File: src/sv/huffman_stream_decoder_defines.svh
// ============================================================================
// Huffman stream decoder assertion macros
// Concurrent checks clocked on clk, quiet while rst_n is low.
// ============================================================================
`ifndef HUFFMAN_STREAM_DECODER_DEFINES_SVH
`define HUFFMAN_STREAM_DECODER_DEFINES_SVH
`ifndef ASSERT_OFF
`define HSD_ASSERT(label, prop, msg) \
label: assert property (@(posedge clk) disable iff (!rst_n) prop) else $error(msg);
`define HSD_NEVER(label, expr, msg) \
label: assert property (@(posedge clk) disable iff (!rst_n) !(expr)) else $error(msg);
`else
`define HSD_ASSERT(label, prop, msg)
`define HSD_NEVER(label, expr, msg)
`endif
`endif

File: src/sv/hsd_ram.sv
// ============================================================================
// Huffman stream decoder RAM
// Single write port, single read port, registered read data.
// ============================================================================
module hsd_ram #(
    parameter int WIDTH = 8,
    parameter int DEPTH = 16
) (
    input  logic                     clk,
    input  logic                     we,
    input  logic [$clog2(DEPTH)-1:0] waddr,
    input  logic [WIDTH-1:0]         wdata,
    input  logic [$clog2(DEPTH)-1:0] raddr,
    output logic [WIDTH-1:0]         rdata
);

    logic [WIDTH-1:0] mem [DEPTH];
    logic [WIDTH-1:0] rdata_reg;

    always_ff @(posedge clk)
    begin
        if (we)
        begin
            mem[waddr] <= wdata;
        end
        rdata_reg <= mem[raddr];
    end

    assign rdata = rdata_reg;

endmodule

File: config.mk
export PLATFORM = sky130hd
export DESIGN_NAME = hsd_ram
export DESIGN_NICKNAME = d
export VERILOG_FILES = /design/src/sv/huffman_stream_decoder_defines.svh /design/src/sv/hsd_ram.sv
export SDC_FILE = /design/constraint.sdc
export NUM_CORES = 1
export LEC_CHECK = 0
export BUFFER_PORTS_ARGS = -buffer_cell sky130_fd_sc_hd__buf_2
export CAP_MARGIN = 15
export CORE_ASPECT_RATIO = 0.75
export CORE_MARGIN = 1
export CORE_UTILIZATION = 45
export DETAILED_ROUTE_END_ITERATION = 8
export GPL_ROUTABILITY_DRIVEN = 0
export GPL_TIMING_DRIVEN = 0
export SYNTH_ARGS = -nofsm -noshare
export SYNTH_HDL_FRONTEND = slang
export SYNTH_SLANG_ARGS = --single-unit
File: constraint.sdc
create_clock -name clk -period 1.7 [get_ports clk]
set_input_delay 0.34 -clock clk [delete_from_list [all_inputs] [get_ports clk]]
set_output_delay 0.34 -clock clk [all_outputs]
set_load 0.05 [all_outputs]
* Word level (Yosys, flattened, before mapping)
Memories as Yosys holds them, arrays and structs flattened. A register that Yosys moved wholly into a read port is not among the register bits.
Index checks and enable logic that the tools add are counted.
** Operators by class
- Muxes and demuxes :: 2
** Operators with widths (number)
- $mux W1 :: 2
** Storage, ports and cells
- Bits in registers :: 0
- RAM bits :: 128
- Output and inout port bits :: 8
- Logic and storage cells :: 3
- Memories :: 1
** Memories
- mem :: depth 16, width 8, rd ports 1, clocked after Yosys merged registers in 1, wr ports 1, line hsd_ram.sv:17 : logic [WIDTH-1:0] mem [DEPTH];

* Logic depth before layout (Yosys ltp)
Gate-level depths: netlist of run 1.
- Word-level depth :: 2
- Depth in mapped cells :: 5

* Worst setup path before layout of run 1
Ideal clock, no wire load.
- Kind :: in2reg
- Start :: in waddr[2]
- End :: mem mem[0][0], enable pin
- Library setup time :: 0.383 ns
- Data arrival time :: 1.450 ns
- Data required time :: 1.317 ns
- Path slack :: -0.133 ns
- Stages :: 2
- Cell sequence :: or3b_2 -> nor3_1
** RTL lines
- from (decl) :: line hsd_ram.sv:11 : input logic [$clog2(DEPTH)-1:0] waddr,
- to (decl) :: line hsd_ram.sv:17
Straight into the memory's write port.

* Worst setup path after layout of run 1
- Start :: in waddr[2]
- End :: mem mem[2][7], enable pin
Straight into the memory's write port.

==> implementation parameters, run 1 <==
Parameter                              Value

Yosys
  Share of the synthesized area in the top cell type    74.7%
  Ranking of synthesized cells by instance count    128 x sky130_fd_sc_hd__edfxtp_1, 18 x sky130_fd_sc_hd__mux4_2, 16 x sky130_fd_sc_hd__a22oi_1, 14 x sky130_fd_sc_hd__mux4_1, 13 x sky130_fd_sc_hd__nor2_1
  Most instantiated library cell after synthesis    sky130_fd_sc_hd__edfxtp_1
  Count of mapped cells out of synthesis    229
  Mapped cell area    0.00515 mm2
  Synthesized area per cell    22.5 um2
  Synthesized Nets    247
  Dominant register cell in the synthesized netlist    sky130_fd_sc_hd__edfxtp_1
  Proportion of register bits with asynchronous set or reset after synthesis    0%
  Number of enable-type register cells in the synthesized netlist    128
  Sequential element share of the synthesized area    77.8%
  Yosys reg bits    136
  Distinct cell type count of the synthesized netlist    19
  Largest cells by area after synthesis    sky130_fd_sc_hd__edfxtp_1 75%, sky130_fd_sc_hd__mux4_2 7.9%, sky130_fd_sc_hd__mux4_1 7.1%
  Number of synthesis warnings    0
  Cell taking the most area after synthesis    sky130_fd_sc_hd__edfxtp_1

Power
  Overall Power    8.14 mW
  Power per cell area    1330 mW/mm2
  Maximum resistive drop on vdd    944 uV
  P_leak    2.06 nW

Finish
  Final cell count without fillers    428
  Share of post-route cells with drive strength above 1    30.2%
  Max FFs per register    128
  Layout area overhead    18.6%
  # fillers    856
  Register Area    0.00400 mm2
  Antenna diode count    0
  Area taken by multi-input logic gates    0.00106 mm2
  Number of nets in the layout    293

Clocking
  Skew-Pair Late Insertion Delay    410 ps
  Clock Path Buffers    2
  Number of buffers inserted by hold repair at cts    0
  Clock tree from TritonCTS    built
  Sink count of the clock tree    136
  Clk pin slew, worst setup/hold paths    60 ps
  Root buffer selected by CTS    sky130_fd_sc_hd__clkbuf_16
  Resized cells post-CTS    0
  Number of levels the H-tree was split into    4
  Number of clock buffers inserted by TritonCTS    17

Floorplanning
  Die Wd    125 um
  Starting density of the core    46.7%
  Die Y    94.6 um
  Total die area    0.0119 mm2
  Area of the core region    0.0110 mm2
  Count of boundary I/O pins    26
  Standard-cell rows    33

Min path
  Class of the worst hold path    input pin to register

Flow run
  Max-cap violations    0

GRT
  Via count of the first global-routing pass    2,364
  Global router's overall resource usage    18.5%
  Number of antenna violations at the first check in global routing    0
  Largest net degree at the start of global routing    17
  Remaining Overflow, GRT    0
  First-pass GRT wire length    14.6 mm

Place
  I/O Buffers    24
  Detail Placement HPWL    6.48 mm
  Placed cell count    396

Status
  Violations in the final reports    design-rule violations
  Run status    finished, violations left

Setup path
  Endpoint kind of the worst setup timing path    register
  Kind of start point of the critical path    input pin
  Slowest stage cell on the critical path    sky130_fd_sc_hd__nor2_1
  Cells along the critical path    buf_2, or3b_2, nor2_1
  CP Data Required Time    1740 ps
  Worst setup path category    input pin to register
  Highest net fanout along the worst path    8
  Number of buffer and inverter instances along the worst setup path    1
  Delay of the slowest cell on the worst path    670 ps
  Top delay family on crit path    simple AND/OR/NAND/NOR gates
  WP data arrival    1670 ps

STA
  Setup-failing EPs final    0
  Maximum achievable frequency    0.613 GHz
  Slew Limit Headroom    43.1%
  Final Skew    5.58 ps
  Final Hold Fails    0
  Slew at the pin closest to its max-slew limit    850 ps
  Min Tclk post-route    1630 ps
  Number of pins exceeding their max-slew limit in the final report    0
  Fraction of the cycle the final worst path needs    95.9%
  Setup repair after global routing missed its margin    true

Routing
  Number of nets still failing antenna checks after routing    0
  Total via count after detailed routing    2,354
  Number of design-rule violations left by the first detailed-router iteration    167
  Detailed-route DRC error count    1
  Pre-Repair DR Iteration Count    6
  Per-cell routed wire length    23.5 um
  Via/cell ratio    5.50
  Final wirelength    10.0 mm
routing by layer:
layer  routed length, um  track usage (%)  up-vias
met1                4320             25.8     1211
met5                   0                0        -
met4                  59             7.32        0
met2                4800             28.2       62
li1                    -                -     1073
met3                 864             4.65        8
repair_timing:
| action | CTS | global route |
|---|---|---|
| setup endpoints to repair | 0 | 15 |
| setup buffers | 0 | 0 |
| hold endpoints to repair | 0 | 0 |
cell usage in the layout (no fill, tap or decap):
master                            count
sky130_fd_sc_hd__clkinv_1             1
sky130_fd_sc_hd__clkinvlp_4           2
sky130_fd_sc_hd__dfxtp_1              8
sky130_fd_sc_hd__nand2_1              9
sky130_fd_sc_hd__or3b_2               1
sky130_fd_sc_hd__nand3b_1             2
sky130_fd_sc_hd__clkbuf_1             1
sky130_fd_sc_hd__a22oi_1             16
sky130_fd_sc_hd__clkinv_2             4
sky130_fd_sc_hd__buf_2               28
sky130_fd_sc_hd__edfxtp_1           128
sky130_fd_sc_hd__buf_6                3
sky130_fd_sc_hd__clkdlybuf4s25_2      3
sky130_fd_sc_hd__nand2b_1             2
sky130_fd_sc_hd__nand3_1              1
sky130_fd_sc_hd__nor2_1              13
sky130_fd_sc_hd__buf_4                3
sky130_fd_sc_hd__nor3_1               3
sky130_fd_sc_hd__and2b_1              1
sky130_fd_sc_hd__mux4_2              18
sky130_fd_sc_hd__mux4_1              14
sky130_fd_sc_hd__clkinv_4             2
sky130_fd_sc_hd__nor3_2               1
sky130_fd_sc_hd__nor2b_1              1
sky130_fd_sc_hd__clkbuf_16           17
sky130_fd_sc_hd__bufinv_16            5
sky130_fd_sc_hd__and2_1               1
stage by stage:
| stage | area [um2] | hold slack [ps] | setup TNS [ps] | worst slack, ps | util (%) |
|---|---|---|---|---|---|
| 3_5_place_dp | 5470 | 687 | -17060 | -394 | 49.6 |
| 5_1_grt | 6100 | 341 | -232 | -22.3 | 55.4 |
| 4_1_cts | 6100 | 320 | 0 | 36.0 | 55.4 |
| 3_3_place_gp | 5450 | 679 | -25000 | -474 | 49.4 |
| 6_report | 6100 | 327 | 0 | 69.0 | 55.4 |
| 2_1_floorplan | 5150 | 439 | 0 | 93.9 | - |
cells by family (layout without fill, tap and decap cells):
group                  after synthesis  in the layout  share of synthesized area, %
AOI/OAI and AO/OA                   16             16                          2.33
buffers and inverters               10             69                          1.68
DFF                                136            136                          77.8
muxes                               32             32                          15.0
and+or+nand+nor                     35             35                          3.18
path summary, 6_finish.rpt:
| check | startpoint | to | slack, ps | cells after the start |
|---|---|---|---|---|
| worst max-delay path | waddr[2] | mem[2][7] | 70 | 3 |
| worst min-delay path | wdata[6] | mem[15][6] | 330 | 1 |
| worst max register to register | mem[9][3] | rdata[3] | 260 | 3 |
| worst min register to register | mem[7][3] | rdata[3] | 700 | 3 |
power by group:
| part | internal (mW) | leakage (nW) | switching (mW) |
|---|---|---|---|
| clock network | 2.59 | 0.307 | 1.35 |
| logic | 0.151 | 0.532 | 0.285 |
| registers | 3.75 | 1.22 | 0.0165 |
cell type report:
type	count	share of cell area, %
repair buffers	27	2.30
clock inverters	14	3.38
flip-flops and latches	136	65.6
multi-input cells	83	17.4
plain buffers	10	1.41
clock buffers	18	7.03
well taps	140	2.87
Power figures use the tool's default switching activity.
==> run 2, diff against run 1 <==
==> constraint.sdc (replaced) <==
create_clock -name clk -period 1.7 [get_ports clk]
set_input_delay 0.085 -clock clk [delete_from_list [all_inputs] [get_ports clk]]
set_output_delay 0.085 -clock clk [all_outputs]
set_load 0.05 [all_outputs]
==> run 2 against run 1 <==
The run still ends with design-rule violations left. Non-clock buffer count increased by 1. Maximum frequency grew 13%. Hold slack worse by 250 ps. Clock skew is essentially flat. Sequential share of layout area about the same. Core utilization hardly changed. Clock-buffer cell count grew 2. Global-route usage increased by 0.37 points. Critical path depth unchanged. First-iteration DRC count decreased by 7.2%. Critical endpoint is now rdata[2]. Wire length about the same. Highest routed layer unchanged.
==> implementation parameters, run 2 (same netlist as run 1, synthesis figures left out) <==
Parameter                              Value

Setup path
  Slowest stage cell on the critical path    sky130_fd_sc_hd__mux4_1 (was sky130_fd_sc_hd__nor2_1)
  Highest net fanout along the worst path    1 (was 8)
  Delay of the slowest cell on the worst path    560 ps (was 670 ps)
  Endpoint kind of the worst setup timing path    register (unchanged)
  Number of buffer and inverter instances along the worst setup path    0 (was 1)
  Top delay family on crit path    multiplexers (was simple AND/OR/NAND/NOR gates)
  Number of cells on the worst reg-to-reg path    3 (unchanged)
  Kind of start point of the critical path    register (was input pin)
  WP data arrival    1740 ps (was 1670 ps)
  Worst setup path category    register to register (was input pin to register)
  CP Data Required Time    2000 ps (was 1740 ps)
  Cells along the critical path    mux4_1, a22oi_1, nand2_1 (was buf_2, or3b_2, nor2_1)
  Levels on crit path    3 (unchanged)

Routing
  Pre-Repair DR Iteration Count    7 (was 6)
  Total via count after detailed routing    2,336 (was 2,354)
  Number of nets still failing antenna checks after routing    0 (unchanged)
  Final wirelength    10.0 mm (about the same)
  Via/cell ratio    5.45 (was 5.50)
  Per-cell routed wire length    23.4 um (was 23.5 um)
  Detailed-route DRC error count    2 (was 1)
  Number of design-rule violations left by the first detailed-router iteration    155 (was 167)

STA
  Setup repair after global routing missed its margin    false (was true)
  Slew Limit Headroom    41.8% (was 43.1%)
  Number of pins exceeding their max-slew limit in the final report    0 (unchanged)
  Final Hold Fails    0 (unchanged)
  Maximum achievable frequency    0.695 GHz (was 0.613 GHz)
  Min Tclk post-route    1440 ps (was 1630 ps)
  Final Skew    5.87 ps (was 5.58 ps)
  Fraction of the cycle the final worst path needs    84.6% (was 95.9%)
  Slew at the pin closest to its max-slew limit    870 ps (was 850 ps)
  Worst-case setup margin in the final layout    261 ps (was 69.0 ps)
  TNS Setup    0 ps (unchanged)
  Setup-failing EPs final    0 (unchanged)
  Final hold slack    73.6 ps (was 327 ps)

Clocking
  Root buffer selected by CTS    sky130_fd_sc_hd__clkbuf_16 (unchanged)
  Number of clock buffers inserted by TritonCTS    17 (unchanged)
  Clk pin slew, worst setup/hold paths    60 ps (about the same)
  Number of buffers inserted by hold repair at cts    0 (unchanged)
  Resized cells post-CTS    0 (unchanged)
  Post-CTS Setup Inserts    0 (unchanged)
  Clock Path Buffers    2 (unchanged)
  Skew-Pair Late Insertion Delay    420 ps (was 410 ps)
  Sink count of the clock tree    136 (unchanged)
  Clock tree from TritonCTS    built (unchanged)
  Number of levels the H-tree was split into    4 (unchanged)

Place
  Setup Slack @ Placement    -95.5 ps (was -394 ps)
  Placed inst area    0.00547 mm2 (unchanged)
  Detail Placement HPWL    6.41 mm (was 6.48 mm)
  I/O Buffers    24 (unchanged)
  Placed cell count    397 (was 396)

Min path
  Class of the worst hold path    input pin to register (unchanged)
  Instance count along the most critical hold path    1 (unchanged)

Finish
  Layout area overhead    18.6% (about the same)
  Max FFs per register    128 (unchanged)
  Final design area excluding fillers    0.00611 mm2 (was 0.00610 mm2)
  Most frequent cells in the layout    128 x sky130_fd_sc_hd__edfxtp_1, 29 x sky130_fd_sc_hd__buf_2, 18 x sky130_fd_sc_hd__mux4_2 (was 128 x sky130_fd_sc_hd__edfxtp_1, 28 x sky130_fd_sc_hd__buf_2, 18 x sky130_fd_sc_hd__mux4_2)
  Antenna diode count    0 (unchanged)
  Share of post-route cells with drive strength above 1    30.8% (was 30.2%)
  Number of nets in the layout    294 (was 293)
  Commonest non-fill, non-tap cell in the layout    sky130_fd_sc_hd__edfxtp_1 (unchanged)
  Final cell count without fillers    429 (was 428)

GRT
  Remaining Overflow, GRT    0 (unchanged)
  Global router's overall resource usage    18.9% (was 18.5%)
  First-pass GRT wire length    14.7 mm (was 14.6 mm)
  Largest net degree at the start of global routing    17 (unchanged)
  Via count of the first global-routing pass    2,319 (was 2,364)
  Number of antenna violations at the first check in global routing    0 (unchanged)

Power
  Internal Power    6.46 mW (was 6.49 mW)
  Power per cell area    1330 mW/mm2 (about the same)
  Net switching power    1.67 mW (was 1.65 mW)
  Switching Share    20.5% (was 20.3%)
  P_leak    2.06 nW (about the same)
  Combinational Power Share    5.4% (about the same)
  Sequential cell fraction of total power    46.3% (about the same)
  Clock power share    48.3% (was 48.4%)
  Maximum resistive drop on vdd    846 uV (was 944 uV)

Status
  Violations in the final reports    design-rule violations (unchanged)
  Run status    finished, violations left (unchanged)

Floorplanning
  Die Y    94.6 um (unchanged)
  Die Wd    125 um (unchanged)
  Standard-cell rows    33 (unchanged)
  Area of the core region    0.0110 mm2 (unchanged)
  Starting density of the core    46.7% (unchanged)
  Total die area    0.0119 mm2 (unchanged)
  Count of boundary I/O pins    26 (unchanged)

Flow run
  Max-cap violations    0 (unchanged)
-- run 2: cell count changes in the layout (fill, tap and decap cells not counted) --
cell / before / now
sky130_fd_sc_hd__buf_2: 28 / 29
sky130_fd_sc_hd__bufinv_16: 5 / 4
sky130_fd_sc_hd__clkbuf_1: 1 / 0
sky130_fd_sc_hd__clkbuf_8: 0 / 3
sky130_fd_sc_hd__clkinv_1: 1 / 0
sky130_fd_sc_hd__clkinv_2: 4 / 3
sky130_fd_sc_hd__clkinv_4: 2 / 0
sky130_fd_sc_hd__clkinvlp_4: 2 / 5
sky130_fd_sc_hd__nor3_1: 3 / 4
sky130_fd_sc_hd__nor3_2: 1 / 0
-- run 2: power groups by stage --
stage	combinational [mW]	sequential (mW)	clock [mW]
floorplan	0.190	3.91	0
global placement	0.435	3.83	0
CTS	0.443	3.77	3.97
detailed placement	0.442	3.84	0
global route	0.469	3.77	4.10
finish	0.436	3.77	3.93
-- run 2: path summary, 6_finish.rpt --
path | from | to | slack (ps)
setup / recovery | mem[9][2] | rdata[2] | 260
hold / removal | wdata[6] | mem[14][6] | 70
hold reg to reg | mem[11][5] | rdata[5] | 690
setup reg to reg | mem[9][2] | rdata[2] | 260
-- run 2: layout make-up --
| class | instances | area (um2) |
|---|---|---|
| Clock buffer | 20 | 467 |
| Tap cell | 140 | 175 |
| Timing Repair Buffer | 28 | 145 |
| Clock inverter | 12 | 173 |
| Sequential cell | 136 | 4000 |
| Multi-Input combinational cell | 83 | 1060 |
| Fill cell | 844 | 4920 |
| Buffer | 10 | 86.3 |
-- run 2: routing by layer --
| metal | global-route usage [%] | vias to the layer above | part of all wire (%) |
|---|---|---|---|
| met5 | 0 | - | 0 |
| met4 | 9.45 | 0 | 1.8 |
| met3 | 5.78 | 16 | 8.0 |
| met2 | 28.6 | 69 | 47 |
| met1 | 25.1 | 1186 | 43 |
| li1 | - | 1065 | - |
-- run 2: metrics by stage --
stage          power [mW]  util, %
4_1_cts              8.18     55.4
5_1_grt              8.34     55.4
2_1_floorplan        4.10        -
6_report             8.13     55.4
3_5_place_dp         4.28     49.6
3_3_place_gp         4.27     49.4
==> run 3, diff against run 2 <==
--- a/config.mk
+++ b/config.mk
@@ -5,6 +5,7 @@
 export SDC_FILE = /design/constraint.sdc
 export NUM_CORES = 1
 export LEC_CHECK = 0
+export ABC_AREA = 1
 export BUFFER_PORTS_ARGS = -buffer_cell sky130_fd_sc_hd__buf_2
 export CAP_MARGIN = 15
 export CORE_ASPECT_RATIO = 0.75
==> constraint.sdc (replaced) <==
create_clock -name clk -period 1.3 [get_ports clk]
set_input_delay 0.065 -clock clk [delete_from_list [all_inputs] [get_ports clk]]
set_output_delay 0.065 -clock clk [all_outputs]
set_load 0.05 [all_outputs]
==> run 3 against run 2 <==
The run now ends clean. Wire length increased by 40%. Setup slack worse by 88 ps. Sequential cell count is the same. Clock-buffer cell count increased by 10. Cell count is 80% higher. Sequential power up 31%. Register-to-register slack lost 30 ps. Largest power group is now sequential cells. Highest routed layer unchanged.
==> implementation parameters, run 3 <==
Parameter                              Value

STA
  Final Skew    8.51 ps (was 5.87 ps)
  TNS Setup    0 ps (unchanged)
  Min Tclk post-route    1130 ps
  Worst-case setup margin in the final layout    173 ps (was 261 ps)
  Maximum achievable frequency    0.887 GHz
  Fraction of the cycle the final worst path needs    86.7%
  Number of pins exceeding their max-slew limit in the final report    0 (unchanged)
  Final Hold Fails    0 (unchanged)
  Setup repair after global routing missed its margin    false (unchanged)
  Slew at the pin closest to its max-slew limit    931 ps (was 870 ps)
  Setup-failing EPs final    0 (unchanged)
  Slew Limit Headroom    37.7% (was 41.8%)

Yosys
  Cell taking the most area after synthesis    sky130_fd_sc_hd__edfxtp_1 (unchanged)
  Largest cells by area after synthesis    sky130_fd_sc_hd__edfxtp_1 67%, sky130_fd_sc_hd__nand2_1 11%, sky130_fd_sc_hd__nand3_1 8.4% (was sky130_fd_sc_hd__edfxtp_1 75%, sky130_fd_sc_hd__mux4_2 7.9%, sky130_fd_sc_hd__mux4_1 7.1%)
  Number of enable-type register cells in the synthesized netlist    128 (unchanged)
  Count of mapped cells out of synthesis    551 (was 229)
  Most instantiated library cell after synthesis    sky130_fd_sc_hd__nand2_1 (was sky130_fd_sc_hd__edfxtp_1)
  Ranking of synthesized cells by instance count    173 x sky130_fd_sc_hd__nand2_1, 128 x sky130_fd_sc_hd__edfxtp_1, 100 x sky130_fd_sc_hd__inv_1, 97 x sky130_fd_sc_hd__nand3_1, 17 x sky130_fd_sc_hd__nor2_1 (was 128 x sky130_fd_sc_hd__edfxtp_1, 18 x sky130_fd_sc_hd__mux4_2, 16 x sky130_fd_sc_hd__a22oi_1, 14 x sky130_fd_sc_hd__mux4_1, 13 x sky130_fd_sc_hd__nor2_1)
  Mapped cell area    0.00577 mm2 (was 0.00515 mm2)
  Yosys reg bits    136 (unchanged)
  Dominant register cell in the synthesized netlist    sky130_fd_sc_hd__edfxtp_1 (unchanged)
  Synthesized Nets    569 (was 247)
  Distinct cell type count of the synthesized netlist    12 (was 19)
  Number of synthesis warnings    0 (unchanged)
  Proportion of register bits with asynchronous set or reset after synthesis    0% (unchanged)
  Sequential element share of the synthesized area    69.4% (was 77.8%)
  Synthesized area per cell    10.5 um2 (was 22.5 um2)
  Share of the synthesized area in the top cell type    66.7% (was 74.7%)

Routing
  Total via count after detailed routing    3,888 (was 2,336)
  Number of nets still failing antenna checks after routing    0 (unchanged)
  Pre-Repair DR Iteration Count    5 (was 7)
  Number of design-rule violations left by the first detailed-router iteration    348 (was 155)
  Per-cell routed wire length    18.3 um (was 23.4 um)
  Detailed-route DRC error count    0 (was 2)
  Final wirelength    14.1 mm (was 10.0 mm)
  Via/cell ratio    5.04 (was 5.45)

Finish
  Most frequent cells in the layout    173 x sky130_fd_sc_hd__nand2_1, 128 x sky130_fd_sc_hd__edfxtp_1, 100 x sky130_fd_sc_hd__inv_1 (was 128 x sky130_fd_sc_hd__edfxtp_1, 29 x sky130_fd_sc_hd__buf_2, 18 x sky130_fd_sc_hd__mux4_2)
  Max FFs per register    128 (unchanged)
  Number of nets in the layout    610 (was 294)
  Layout area overhead    15.3% (was 18.6%)
  Final cell count without fillers    771 (was 429)
  Final design area excluding fillers    0.00665 mm2 (was 0.00611 mm2)
  Antenna diode count    0 (unchanged)
  # fillers    1,069 (was 844)
  Share of post-route cells with drive strength above 1    12.1% (was 30.8%)
  Commonest non-fill, non-tap cell in the layout    sky130_fd_sc_hd__nand2_1 (was sky130_fd_sc_hd__edfxtp_1)

Setup path
  Endpoint kind of the worst setup timing path    register (unchanged)
  Kind of start point of the critical path    input pin (was register)
  WP data arrival    1160 ps (was 1740 ps)
  Worst setup path category    input pin to register (was register to register)
  Highest net fanout along the worst path    8 (was 1)
  CP Data Required Time    1330 ps (was 2000 ps)

Min path
  Class of the worst hold path    input pin to register (unchanged)

Power
  Power per cell area    1540 mW/mm2 (was 1330 mW/mm2)
  Overall Power    10.2 mW (was 8.13 mW)
  Maximum resistive drop on vdd    1050 uV (was 846 uV)
  P_leak    2.89 nW (was 2.06 nW)

Clocking
  Clock Path Buffers    2 (unchanged)
  Sink count of the clock tree    136 (unchanged)
  Post-CTS Setup Inserts    0 (unchanged)
  Clock tree from TritonCTS    built (unchanged)
  Number of buffers inserted by hold repair at cts    0 (unchanged)
  Number of clock buffers inserted by TritonCTS    17 (unchanged)
  Number of levels the H-tree was split into    4 (unchanged)
  Root buffer selected by CTS    sky130_fd_sc_hd__clkbuf_16 (unchanged)
  Skew-Pair Late Insertion Delay    420 ps (about the same)
  Clk pin slew, worst setup/hold paths    60 ps (about the same)
  Resized cells post-CTS    0 (unchanged)

Status
  Run status    finished, final reports clean (was finished, violations left)

Floorplanning
  Die Wd    133 um (was 125 um)
  Count of boundary I/O pins    26 (unchanged)
  Die Y    100 um (was 94.6 um)
  Starting density of the core    46.5% (was 46.7%)
  Standard-cell rows    35 (was 33)
  Area of the core region    0.0124 mm2 (was 0.0110 mm2)
  Total die area    0.0133 mm2 (was 0.0119 mm2)

GRT
  Remaining Overflow, GRT    0 (unchanged)
  Number of antenna violations at the first check in global routing    0 (unchanged)
  First-pass GRT wire length    21.6 mm (was 14.7 mm)
  Via count of the first global-routing pass    3,692 (was 2,319)
  Global router's overall resource usage    23.3% (was 18.9%)
  Largest net degree at the start of global routing    17 (unchanged)

Place
  Placed inst area    0.00608 mm2 (was 0.00547 mm2)
  I/O Buffers    22 (was 24)
  Setup Slack @ Placement    -273 ps (was -95.5 ps)
  Placed cell count    739 (was 397)
  Detail Placement HPWL    9.25 mm (was 6.41 mm)

Flow run
  Max-cap violations    0 (unchanged)
==> run 3: logic make-up after synthesis <==
logic type | count (synthesis) | synth area share, %
flip-flops | 136 | 69.4
AND/OR/NAND/NOR | 289 | 21.0
buffers and inverters | 126 | 9.52
==> run 3: where the power goes <==
group	internal [mW]	switching, mW	leakage [nW]
clock network	2.86	1.68	0.280
registers	4.90	0.0236	1.22
logic	0.189	0.552	1.39
==> run 3: worst max-delay path, cell delays in order <==
cell and delay [ps]:
sky130_fd_sc_hd__buf_2 110, sky130_fd_sc_hd__nand3b_1 250, sky130_fd_sc_hd__nor2_1 730
==> run 3: per-layer routing <==
metal	global-route usage, %	up-vias	wire length, um
met3	5.00	27	1260
met1	34.1	1853	6550
li1	-	1851	-
met5	0	-	0
met2	33.7	157	6020
met4	9.64	0	255
==> run 3: path summary, 6_finish.rpt <==
path         startpoint         end  slack (ps)  cells past startpoint
max            waddr[2]   mem[9][2]         170                      3
min            wdata[1]  mem[11][1]          70                      1
max reg2reg  mem[10][5]    rdata[5]         230                      6
min reg2reg   mem[6][2]    rdata[2]         690                      6
==> run 3: area by class of cell <==
type / count / area [um2] / area share, %
buffer: 24 / 166 / 2.50
clock buffer: 30 / 556 / 8.35
clock inverter: 2 / 10.0 / 0.151
inverter: 102 / 383 / 5.76
multi-input combinational: 289 / 1210 / 18.3
sequential: 136 / 4000 / 60.2
tap: 166 / 208 / 3.12
timing repair buffer: 22 / 110 / 1.66
==> run 3: per-stage QoR <==
stage	util [%]	hold WS, ps
6_report	53.7	66.6
5_1_grt	53.7	56.5
4_1_cts	53.7	61.2
3_5_place_dp	49.1	496
3_3_place_gp	49.1	493
2_1_floorplan	-	164
